## config.mk

```make
export PLATFORM = sky130hd
export DESIGN_NAME = grbp_ctrl
export DESIGN_NICKNAME = d
export VERILOG_FILES = /design/src/grbp_pkg.sv /design/src/grbp_ctrl.sv
export SDC_FILE = /design/constraint.sdc
export NUM_CORES = 1
export LEC_CHECK = 0
export BUFFER_PORTS_ARGS = -buffer_cell sky130_fd_sc_hd__buf_4
export CAP_MARGIN = 20
export CELL_PAD_IN_SITES_DETAIL_PLACEMENT = 1
export CELL_PAD_IN_SITES_GLOBAL_PLACEMENT = 2
export CORE_MARGIN = 8
export CORE_UTILIZATION = 31
export DETAILED_ROUTE_END_ITERATION = 10
export GPL_TIMING_DRIVEN = 0
export PLACE_DENSITY = 0.83
export RECOVER_POWER = 100
export SYNTH_ARGS = -nofsm -noshare
export SYNTH_HDL_FRONTEND = slang
export SYNTH_SLANG_ARGS = --single-unit
```

## constraint.sdc

```tcl
create_clock -name clk -period 2.9 [get_ports clk]
set_input_delay 0.725 -clock clk [delete_from_list [all_inputs] [get_ports clk]]
set_output_delay 0.725 -clock clk [all_outputs]
set_load 0.05 [all_outputs]
```

## src/grbp_pkg.sv

```systemverilog
`timescale 1ns / 1ps
// Shared package for the greedy row bin packer.
// Holds fixed field widths, codes and the controller/datapath structs. No dependencies.
package grbp_pkg;

    localparam int NNZ_W      = 32;
    localparam int VALUE_W    = 11;
    localparam int STATUS_W   = 2;
    localparam int NUM_BINS_W = 6;
    localparam int CFG_IDX_W  = 8;
    localparam int CFG_DATA_W = 32;

    // operation codes of an input beat
    localparam logic OP_LOAD  = 1'b0;
    localparam logic OP_FETCH = 1'b1;

    // result kinds
    localparam logic KIND_ROW  = 1'b0;
    localparam logic KIND_EDGE = 1'b1;

    // result status codes
    localparam logic [STATUS_W-1:0] ST_OK    = 2'd0;
    localparam logic [STATUS_W-1:0] ST_EMPTY = 2'd1;
    localparam logic [STATUS_W-1:0] ST_DROP  = 2'd2;

    // configuration register indexes
    localparam logic [CFG_IDX_W-1:0] CFG_NUM_BINS = 8'd0;
    localparam logic [CFG_IDX_W-1:0] CFG_IDENTITY = 8'd1;

    // controller -> datapath
    typedef struct packed {
        logic load;
        logic start;
        logic out_load;
        logic div_step;
        logic ord_step;
        logic edge_step;
        logic rk_keyl;
        logic rk_scan;
        logic rk_wr;
        logic bl_clr;
        logic as_cnt;
        logic as_key;
        logic as_scan;
        logic as_wr;
        logic gr_scan;
        logic pack_done;
    } cmd_t;

    // datapath -> controller
    typedef struct packed {
        logic id_mode;
        logic out_busy;
        logic div_done;
        logic ia_last;
        logic bb_last;
        logic row_scan_done;
        logic bin_scan_done;
    } stat_t;

endpackage

```

## src/grbp_ctrl.sv

```systemverilog
`timescale 1ns / 1ps
// Sequencing state machine of the row bin packer.
// Depends on grbp_pkg (cmd_t, stat_t, op codes).
module grbp_ctrl import grbp_pkg::*; (
    input  logic  clk,
    input  logic  rst_n,
    input  logic  in_valid,
    input  logic  in_op,
    input  logic  in_last,
    output logic  in_ready,
    input  stat_t st,
    output cmd_t  cmd
);

    typedef enum logic [15:0] {
        S_IDLE    = 16'h0001,
        S_FETCH   = 16'h0002,
        S_ID_DIV  = 16'h0004,
        S_ID_ORD  = 16'h0008,
        S_EDGE    = 16'h0010,
        S_RK_KEY  = 16'h0020,
        S_RK_KEYL = 16'h0040,
        S_RK_SCAN = 16'h0080,
        S_RK_WR   = 16'h0100,
        S_BL_CLR  = 16'h0200,
        S_AS_RD   = 16'h0400,
        S_AS_CNT  = 16'h0800,
        S_AS_KEY  = 16'h1000,
        S_AS_SCAN = 16'h2000,
        S_AS_WR   = 16'h4000,
        S_GR      = 16'h8000
    } state_t;

    state_t state_reg;
    state_t state_next;
    logic   accept;

    assign in_ready = (state_reg == S_IDLE) && !st.out_busy;
    assign accept   = in_valid && in_ready;

    // next state and commands
    always_comb
    begin
        state_next = state_reg;
        cmd        = '0;
        unique case (state_reg)
            S_IDLE:
            begin
                if (accept)
                begin
                    if (in_op == OP_FETCH)
                    begin
                        state_next = S_FETCH;
                    end
                    else
                    begin
                        cmd.load = 1'b1;
                        if (in_last)
                        begin
                            cmd.start  = 1'b1;
                            state_next = st.id_mode ? S_ID_DIV : S_RK_KEY;
                        end
                    end
                end
            end
            S_FETCH:
            begin
                cmd.out_load = 1'b1;
                state_next   = S_IDLE;
            end
            S_ID_DIV:
            begin
                cmd.div_step = 1'b1;
                if (st.div_done)
                begin
                    state_next = S_ID_ORD;
                end
            end
            S_ID_ORD:
            begin
                cmd.ord_step = 1'b1;
                if (st.ia_last)
                begin
                    state_next = S_EDGE;
                end
            end
            S_EDGE:
            begin
                cmd.edge_step = 1'b1;
                if (st.bb_last)
                begin
                    cmd.pack_done = 1'b1;
                    state_next    = S_IDLE;
                end
            end
            S_RK_KEY:
            begin
                state_next = S_RK_KEYL;
            end
            S_RK_KEYL:
            begin
                cmd.rk_keyl = 1'b1;
                state_next  = S_RK_SCAN;
            end
            S_RK_SCAN:
            begin
                cmd.rk_scan = 1'b1;
                if (st.row_scan_done)
                begin
                    state_next = S_RK_WR;
                end
            end
            S_RK_WR:
            begin
                cmd.rk_wr  = 1'b1;
                state_next = st.ia_last ? S_BL_CLR : S_RK_KEY;
            end
            S_BL_CLR:
            begin
                cmd.bl_clr = 1'b1;
                if (st.bb_last)
                begin
                    state_next = S_AS_RD;
                end
            end
            S_AS_RD:
            begin
                state_next = S_AS_CNT;
            end
            S_AS_CNT:
            begin
                cmd.as_cnt = 1'b1;
                state_next = S_AS_KEY;
            end
            S_AS_KEY:
            begin
                cmd.as_key = 1'b1;
                state_next = S_AS_SCAN;
            end
            S_AS_SCAN:
            begin
                cmd.as_scan = 1'b1;
                if (st.bin_scan_done)
                begin
                    state_next = S_AS_WR;
                end
            end
            S_AS_WR:
            begin
                cmd.as_wr  = 1'b1;
                state_next = st.ia_last ? S_GR : S_AS_RD;
            end
            S_GR:
            begin
                cmd.gr_scan = 1'b1;
                if (st.row_scan_done && st.bb_last)
                begin
                    cmd.pack_done = 1'b1;
                    state_next    = S_IDLE;
                end
            end
            default:
            begin
                state_next = S_IDLE;
            end
        endcase
    end

    always_ff @(posedge clk or negedge rst_n)
    begin
        if (!rst_n)
        begin
            state_reg <= S_IDLE;
        end
        else
        begin
            state_reg <= state_next;
        end
    end

    // checks on the sequencer
    a_fetch_then_result: assert property (@(posedge clk) disable iff (!rst_n)
        (state_reg == S_FETCH) |-> cmd.out_load && !st.out_busy)
        else $error("fetch state with output register occupied");
    a_no_accept_busy: assert property (@(posedge clk) disable iff (!rst_n)
        accept |-> (state_reg == S_IDLE))
        else $error("beat accepted outside idle");
    a_pack_returns_idle: assert property (@(posedge clk) disable iff (!rst_n)
        cmd.pack_done |=> (state_reg == S_IDLE))
        else $error("packing end did not return to idle");

endmodule

```

==> flow_metrics.tcl, run 1 <==
set metrics [dict create \
    status "finished clean" \
    path_max_fanout 9 \
    root_buffer "clkbuf_8" \
    regToRegStartpoint "state_reg[5]" \
    n_fill_cell 427 \
    synth_area_leaders "dfrtp_1, nor4_4, nor2_1" \
    antenna_left 0 \
    totalWireLength_um 3470 \
    clkTransAtPathRegs_ns 0.07 \
    wl_per_cell_um 16.5 \
    antenna_cells 0 \
    critical_path_class "register to primary output" \
    die_width_um 77.6 \
    fin_crit_ns 2.79 \
    syn_area_um2 1170 \
    ys_types 48 \
    finalCritPeriodShare_pct 96.4 \
    cts_buffer_depth 2 \
    slew-limit-headroom_pct 38.2 \
    synth_edf_count 0 \
    tritoncts "done" \
    setup_violations 0 \
    ys_seq_area_share_pct 34.2 \
    grt_overflow_total 0 \
    grt_pass1_wl_um 5880 \
    fin_util_pct 43.7 \
    htreeDepth 1 \
    netlist_top_cells_count "dfrtp_1, nor2_1, inv_1, nand2_1, nand3_1" \
    required_ns 2.17 \
    sw_frac_of_total_pct 38.5 \
    nets 176 \
    drt-pass1-iter-count 4 \
    core_area_um2 3660 \
    cap_violations 0 \
    hpwlAfterDp_um 2680 \
    synth_top_area_share_pct 31.9 \
    place_inst 200 \
    worst_hold_slack_ns 0.583 \
    clock_latency_ns 0.25 \
    arrival_ns 2.07 \
    timing_worst_slew_pin_value_ns 0.927 \
    gp_congestion 0.783 \
    route.detailed.drc 0 \
    layout-drive-gt1-share_pct 43.6 \
    syn_avg_cell_area_um2 9.47 \
    ys_ff_latch 16 \
    hp-class "input port to async pin" \
    largest_register_ff_count 16 \
    ys.flop_type "dfrtp_1" \
    reg2reg_to "state_reg[0]" \
    cts_sinks 16 \
    drt_iter0_markers 27 \
    combPwrFrac_pct 44.0 \
    cts_inserted_buffers 3 \
    clkPwrFrac_pct 22.2 \
    area_growth_pct 36.2 \
    num_rows 22 \
    clock.fmax_mhz 358 \
    p_int_mw 0.489 \
    slew_viol_final 0 \
    power_mw 0.794 \
    worst_clock_skew_ns 0.0107 \
    fin_cells 211 \
    rsz0062_at_grt "yes" \
    crit_path_end_kind "primary output" \
    p_sw_mw 0.306 \
    antenna_found_initial 0 \
    synthArstFlopShare_pct 100 \
    p_leak_nw 0.734 \
    viasPerCell 5.20 \
    max-vdd-ir-drop_v 0.000208 \
    finalHoldViolCount 0 \
    rr_worst_depth 6 \
    vias 1097 \
    start_util_pct 32.1 \
    startpoint_type "register" \
    seq_power_share_pct 33.8 \
    track_usage_pct 11.8 \
    synth_nets 136 \
    syn_inst 124 \
    die_height_um 77.6 \
    yosys_warnings 0 \
    port_buffers 28 \
    die_area_um2 6020 \
    grt_pass1_vias 1192 \
    grt_start_max_net_pins 17 \
    io_pins 29 \
    r2r_setup_slack_ns 0.90 \
    powerDensity_nw_per_um2 496 \
    yosys.area.top_type "dfrtp_1" \
]
[final cells by class]
type / count / area (µm²) / share of cell area [%]
Timing Repair Buffer: 36 / 270 / 16.9
Clock buffer: 4 / 45.0 / 2.81
Buffer: 2 / 22.5 / 1.41
Inverter: 7 / 26.3 / 1.64
Multi-Input combinational cell: 98 / 768 / 48.0
Tap cell: 48 / 60.1 / 3.75
Sequential cell: 16 / 408 / 25.5
[power by group through the flow]
stage	clock network [mW]	registers [mW]	logic [mW]
2_1_floorplan	0	0.262	0.236
3_3_place_gp	0	0.267	0.315
3_5_place_dp	0	0.268	0.320
4_1_cts	0.184	0.267	0.352
5_1_grt	0.195	0.270	0.383
6_report	0.177	0.268	0.350
[cells in the final DEF, fill, tap and decap left out, drive strengths merged, types with 3 or more instances in the layout]
cell    count
a21oi       5
a22oi       3
and2        4
buf        37
clkbuf      5
dfrtp      15
inv         7
nand2       7
nand2b      6
nand3       7
nand4       3
nor2       15
nor3        3
nor3b       4
nor4        8
nor4b       6
[layer usage]
layer,GRT usage [%],vias to the layer above,wire [µm]
li1,-,541,-
met1,14.8,524,1600
met2,19.0,30,1630
met3,3.80,2,226
met4,2.83,0,13
met5,0,-,0
[critical path: stages (launching register included)]
cell      delay (ns)
dfrtp_1         0.38
buf_6           0.14
nor4_4          0.30
buf_4           0.18
nand3_2         0.08
or3b_4          0.43
a21boi_4        0.15
buf_6           0.17
[how the worst max path moves through the flow]
stage,depth (start not counted),end,slack (ns),startpoint
6_report,7,cmd[0],0.11,state_reg[9]
5_1_grt,7,cmd[0],-0.005,state_reg[9]
4_1_cts,6,cmd[0],0.02,state_reg[6]
3_5_place_dp,6,cmd[0],0.10,state_reg[2]
3_3_place_gp,6,cmd[0],0.11,state_reg[2]
2_1_floorplan,4,cmd[5],0.02,state_reg[4]
[repair_timing]
action                                 in CTS  in global routing
hold buffers                                0                  0
setup buffers                               6                  2
setup endpoints to repair                   7                  5
pin swaps                                   4                  4
gates resized for setup                     3                  8
endpoints found under the hold margin       0                  0
[cell families (layout without fill, tap and decap cells)]
| kind of cell | count (synthesis) | count (layout) | share of synthesized area [%] |
|---|---|---|---|
| simple gates | 74 | 74 | 45.3 |
| compound gates | 21 | 21 | 13.7 |
| flops | 16 | 16 | 34.2 |
| buf+inv | 10 | 49 | 4.58 |
| xor+xnor | 3 | 3 | 2.24 |
[per-stage QoR]
stage	instance area, µm²	worst slack (ns)	setup TNS, ns
CTS	1580	0.0201	0
floorplan	1200	0.0197	0
detailed placement	1470	0.102	0
global route	1600	-0.00478	-0.00478
finish	1600	0.105	0
global placement	1470	0.111	0
No activity file was read; power rests on OpenSTA's default activity.
==> run 2, diff against run 1 <==
--- a/config.mk
+++ b/config.mk
@@ -11,9 +11,10 @@
 export CELL_PAD_IN_SITES_GLOBAL_PLACEMENT = 2
 export CORE_MARGIN = 8
 export CORE_UTILIZATION = 31
+export CTS_CLUSTER_DIAMETER = 150
 export DETAILED_ROUTE_END_ITERATION = 10
 export GPL_TIMING_DRIVEN = 0
-export PLACE_DENSITY = 0.83
+export PLACE_DENSITY_LB_ADDON = 0.1
 export RECOVER_POWER = 100
 export SYNTH_ARGS = -nofsm -noshare
 export SYNTH_HDL_FRONTEND = slang
==> run 2 against run 1 <==
Non-clock buffer count unchanged. Largest power group unchanged. Via count grew 1.4%. Die area did not move. Critical path type unchanged. Clock-buffer cell count did not move. Register-to-register slack got worse by 0.02 ns. Sequential share of layout area decreased by 0.37 points.
==> flow_metrics.tcl, run 2 (synthesis results as in run 1) <==
set metrics [dict create \
    status "finished clean" \
    fin_util_pct 43.8 \
    drt_iter0_markers 42 \
    p_leak_nw 0.748 \
    finalHoldViolCount 0 \
    hold_path_startpoint "state_reg[9]" \
    max-vdd-ir-drop_v 0.000256 \
    gp_congestion 0.779 \
    core_area_um2 3660 \
    grt_overflow_total 0 \
    die_width_um 77.6 \
    track_usage_pct 12.7 \
    totalWireLength_um 3690 \
    slew-limit-headroom_pct 37.7 \
    layout-drive-gt1-share_pct 41.1 \
    drt-pass1-iter-count 4 \
    rsz0062_at_grt "yes" \
    htreeDepth 1 \
    crit_path_max_incr_delay_ns 0.48 \
    dr.max_layer_used "met4" \
    arrival_ns 2.11 \
    required_ns 2.17 \
    wl_met3_um 122 \
    clock.fmax_mhz 353 \
    antenna_cells 0 \
    timing_worst_slew_pin_value_ns 0.934 \
    wl_per_cell_um 17.5 \
    grt_pass1_wl_um 6190 \
    slew_viol_final 0 \
    die_height_um 77.6 \
    tns_ns 0 \
    cts_sinks 16 \
    startpoint_type "register" \
    cp_slowest_cell "dfrtp_1" \
    worst_clock_skew_ns 0.00173 \
    cts_inserted_buffers 3 \
    clkTransAtPathRegs_ns 0.07 \
    hp-class "register to register" \
    dpl_cell_area_um2 1470 \
    num_rows 22 \
    path_max_fanout 7 \
    regToRegStartpoint "state_reg[0]" \
    grt_start_max_net_pins 17 \
    hpwlAfterDp_um 2790 \
    final_cell_area_um2 1600 \
    start_util_pct 32.1 \
    worst_hold_slack_ns 0.584 \
    cap_violations 0 \
    viasPerCell 5.27 \
    crit_path_end_kind "primary output" \
    final_common_cell "buf_4" \
    ctsHoldBuffers 0 \
    port_buffers 28 \
    tritoncts "done" \
    critical_path_class "register to primary output" \
    io_pins 29 \
    vias 1112 \
    wl_met1_um 1630 \
    routed-wl-met2_um 1880 \
    crit_path_start "state_reg[4]" \
    area_growth_pct 36.5 \
    clock_latency_ns 0.26 \
    nets 176 \
    largest_register_ff_count 16 \
    power_mw 0.844 \
    route.detailed.drc 0 \
    die_area_um2 6020 \
    fin_crit_ns 2.83 \
    cts_buffer_depth 2 \
    worstPathCellList "nor4_4 -> buf_4 -> and3_2 -> and2_2 -> nand2_1 -> a21boi_4 -> buf_6" \
    antenna_found_initial 0 \
    root_buffer "clkbuf_8" \
    antenna_left 0 \
    grt_pass1_vias 1225 \
    final_cell_mix "buf_4, nor2_1, dfrtp_1" \
    powerDensity_nw_per_um2 526 \
    finalCritPeriodShare_pct 97.6 \
    setup_violations 0 \
]
[run 2: critical path: cells and delay by family (launching register included)]
family,cells,cell delay (ns)
AO/OA/AOI/OAI,1,0.16
flip-flops,1,0.48
AND/OR/NAND/NOR,4,0.87
buffers and inverters,2,0.34
[run 2: cell type report]
type	count	area, µm²
well taps	48	60.1
clock buffers	4	55.1
fillers	430	2060
plain buffers	2	22.5
inverters	7	26.3
repair buffers	36	278
flip-flops and latches	16	403
multi-input cells	98	759
[run 2: worst paths after layout]
path	end	slack (ns)	cells after the start
hold reg to reg	state_reg[11]	0.58	2
min in group asynchronous	state_reg[9]	0.59	1
hold / removal	state_reg[11]	0.58	2
setup / recovery	cmd[0]	0.07	7
max in group asynchronous	state_reg[3]	1.69	1
setup reg to reg	state_reg[0]	0.88	6
[run 2: stage by stage]
stage | std cells | setup WS, ns
2_1_floorplan | 124 | 0.0197
3_3_place_gp | 200 | 0.115
3_5_place_dp | 200 | 0.116
4_1_cts | 210 | 0.0337
5_1_grt | 211 | -0.0249
6_report | 211 | 0.0692
[run 2: metal layers]
layer / up-vias / GRT usage [%]
met5: - / 0
met4: 0 / 3.96
met3: 5 / 2.76
met2: 19 / 22.5
met1: 552 / 14.9
li1: 536 / -
[run 2: timing repair]
action	in CTS	in global routing
buffers inserted	6	2
pin swaps	4	5
endpoints found under the setup margin	6	3
resized for setup	1	5
[run 2: where the power goes]
part           switching [mW]  internal, mW
logic                   0.218         0.154
registers              0.0267         0.241
clock network          0.0834         0.121
total                   0.328         0.516
==> run 3, diff against run 2 <==
--- a/config.mk
+++ b/config.mk
@@ -10,8 +10,8 @@
 export CELL_PAD_IN_SITES_DETAIL_PLACEMENT = 1
 export CELL_PAD_IN_SITES_GLOBAL_PLACEMENT = 2
 export CORE_MARGIN = 8
-export CORE_UTILIZATION = 31
-export CTS_CLUSTER_DIAMETER = 150
+export CORE_UTILIZATION = 28
+export CTS_CLUSTER_DIAMETER = 50
 export DETAILED_ROUTE_END_ITERATION = 10
 export GPL_TIMING_DRIVEN = 0
 export PLACE_DENSITY_LB_ADDON = 0.1
==> constraint.sdc (replaced) <==
create_clock -name clk -period 2.4 [get_ports clk]
set_input_delay 0.6 -clock clk [delete_from_list [all_inputs] [get_ports clk]]
set_output_delay 0.6 -clock clk [all_outputs]
set_load 0.05 [all_outputs]
==> run 3 against run 2 <==
The run now ends with setup timing left. Sequential power grew 20%. Non-clock buffer count grew 34. First-iteration DRC count shrank 50%. Sequential cell count is the same. Wire length grew 22%. Cell count grew 17%. Setup slack lost 0.34 ns. Clock power grew 26%. Register-to-register slack lost 0.68 ns. Combinational power grew 110%. Sequential share of layout area shrank 5.7 points. Critical path depth shrank 1. Largest cell class unchanged. Highest routed layer unchanged.
==> flow_metrics.tcl, run 3 (synthesis results as in run 1) <==
set metrics [dict create \
    vias 1274 \
    cts_sinks 16 \
    drt-pass1-iter-count 4 \
    viasPerCell 5.16 \
    cap_violations 0 \
    critical_path_class "register to primary output" \
    layout-drive-gt1-share_pct 60.9 \
    totalWireLength_um 4500 \
    worst_clock_skew_ns 0.00616 \
    cts_inserted_buffers 3 \
    grt_pass1_vias 1426 \
    worst_hold_slack_ns 0.461 \
    start_util_pct 29.2 \
    clock.fmax_mhz 374 \
    clkTransAtPathRegs_ns 0.08 \
    slew_viol_final 0 \
    die_area_um2 6520 \
    grt_start_max_net_pins 17 \
    core_area_um2 4030 \
    gp_congestion 0.782 \
    required_ns 1.80 \
    root_buffer "clkbuf_8" \
    violations "setup timing" \
    arrival_ns 2.08 \
    drt_iter0_markers 21 \
    final_cell_mix "buf_4, buf_6, nor2_1" \
    rsz0062_at_grt "yes" \
    max-vdd-ir-drop_v 0.000461 \
    hp-class "input port to async pin" \
    path_max_fanout 3 \
    die_height_um 80.8 \
    grt_pass1_wl_um 7250 \
    cts_buffer_depth 2 \
    area_growth_pct 80.3 \
    largest_register_ff_count 16 \
    status "finished, violations left" \
    slew-limit-headroom_pct 36.0 \
    antenna_cells 0 \
    nets 210 \
    grt_overflow_total 0 \
    tritoncts "done" \
    startpoint_type "register" \
    dpl_cell_area_um2 1500 \
    setup_violations 14 \
    port_buffers 28 \
    track_usage_pct 14.3 \
    fin_crit_ns 2.68 \
    timing_worst_slew_pin_value_ns 0.960 \
    io_pins 29 \
    num_rows 23 \
    final.setup.worst_slack_ns -0.276 \
    clock_latency_ns 0.26 \
    hpwlAfterDp_um 2850 \
    die_width_um 80.8 \
    final_common_cell "buf_4" \
    htreeDepth 1 \
    crit_path_end_kind "primary output" \
    route.detailed.drc 0 \
    ctsHoldBuffers 0 \
    finalCritPeriodShare_pct 111 \
    powerDensity_nw_per_um2 642 \
    wl_per_cell_um 18.2 \
    antenna_found_initial 0 \
    antenna_left 0 \
    finalHoldViolCount 0 \
    final_cell_area_um2 2120 \
    p_leak_nw 0.945 \
]
[run 3: cell types whose count changed in the layout (fill, tap and decap cells not counted), moves of 3 or more]
cell	before	now
buf_4	32	42
buf_6	5	19
buf_8	0	9
dfrtp_1	14	7
dfrtp_2	1	8
inv_1	7	4
nand3_1	5	2
nand3_4	0	4
nor2_1	15	11
nor2_4	0	4
[run 3: area by class of cell]
cell class / count / area [µm²]
buffer: 2 / 16.3
clock buffer: 4 / 55.1
fill: 455 / 1910
inverter: 7 / 30.0
multi-input combinational: 98 / 886
sequential: 16 / 412
tap: 50 / 62.6
timing repair buffer: 70 / 657
[run 3: metal layers]
metal	part of all wire [%]	vias up	global-route usage, %	wire length [µm]
met5	0	-	0	0
met4	1.5	0	5.89	69
met3	5.2	9	3.53	233
met2	53	36	24.5	2370
met1	41	625	16.6	1830
li1	-	604	-	-
[run 3: power by group]
part	leakage (nW)	internal [mW]	total, mW	switching (mW)
clock network	0.0288	0.146	0.257	0.111
registers	0.206	0.293	0.321	0.0283
logic	0.710	0.406	0.781	0.376
total	0.945	0.845	1.36	0.515
[run 3: worst paths after layout]
check / from / endpoint / slack [ns] / cells after the start
max: state_reg[12] / cmd[0] / -0.28 / 6
min: rst_n / state_reg[14] / 0.46 / 1
max reg2reg: state_reg[9] / state_reg[4] / 0.20 / 10
min reg2reg: state_reg[15] / state_reg[13] / 0.64 / 3
max in group asynchronous: rst_n / state_reg[3] / 1.28 / 1
min in group clk: st[4] / state_reg[2] / 0.52 / 2
[run 3: timing repair]
| item | in CTS | in global routing |
|---|---|---|
| buffers inserted | 32 | 13 |
| setup endpoints to repair | 17 | 17 |
| resized for setup | 57 | 13 |
| pin swaps | 19 | 16 |
[run 3: through the flow]
step / utilization [%] / power (mW) / setup WS [ns] / instances / setup TNS, ns
floorplan: - / 0.611 / -0.355 / 124 / -1.17
global placement: 37.1 / 0.725 / -0.340 / 202 / -1.25
detailed placement: 37.1 / 0.732 / -0.350 / 202 / -1.59
CTS: 49.7 / 1.27 / -0.304 / 237 / -2.01
global route: 52.6 / 1.43 / -0.348 / 247 / -3.12
finish: 52.6 / 1.36 / -0.276 / 247 / -1.90
[run 3: worst max-delay path: stages, from the launching register on]
cell and delay, ns:
dfrtp_2 0.43, nor4_4 0.33, and2_4 0.21, nand3_4 0.07
or3b_4 0.43, a21boi_4 0.16, buf_6 0.17
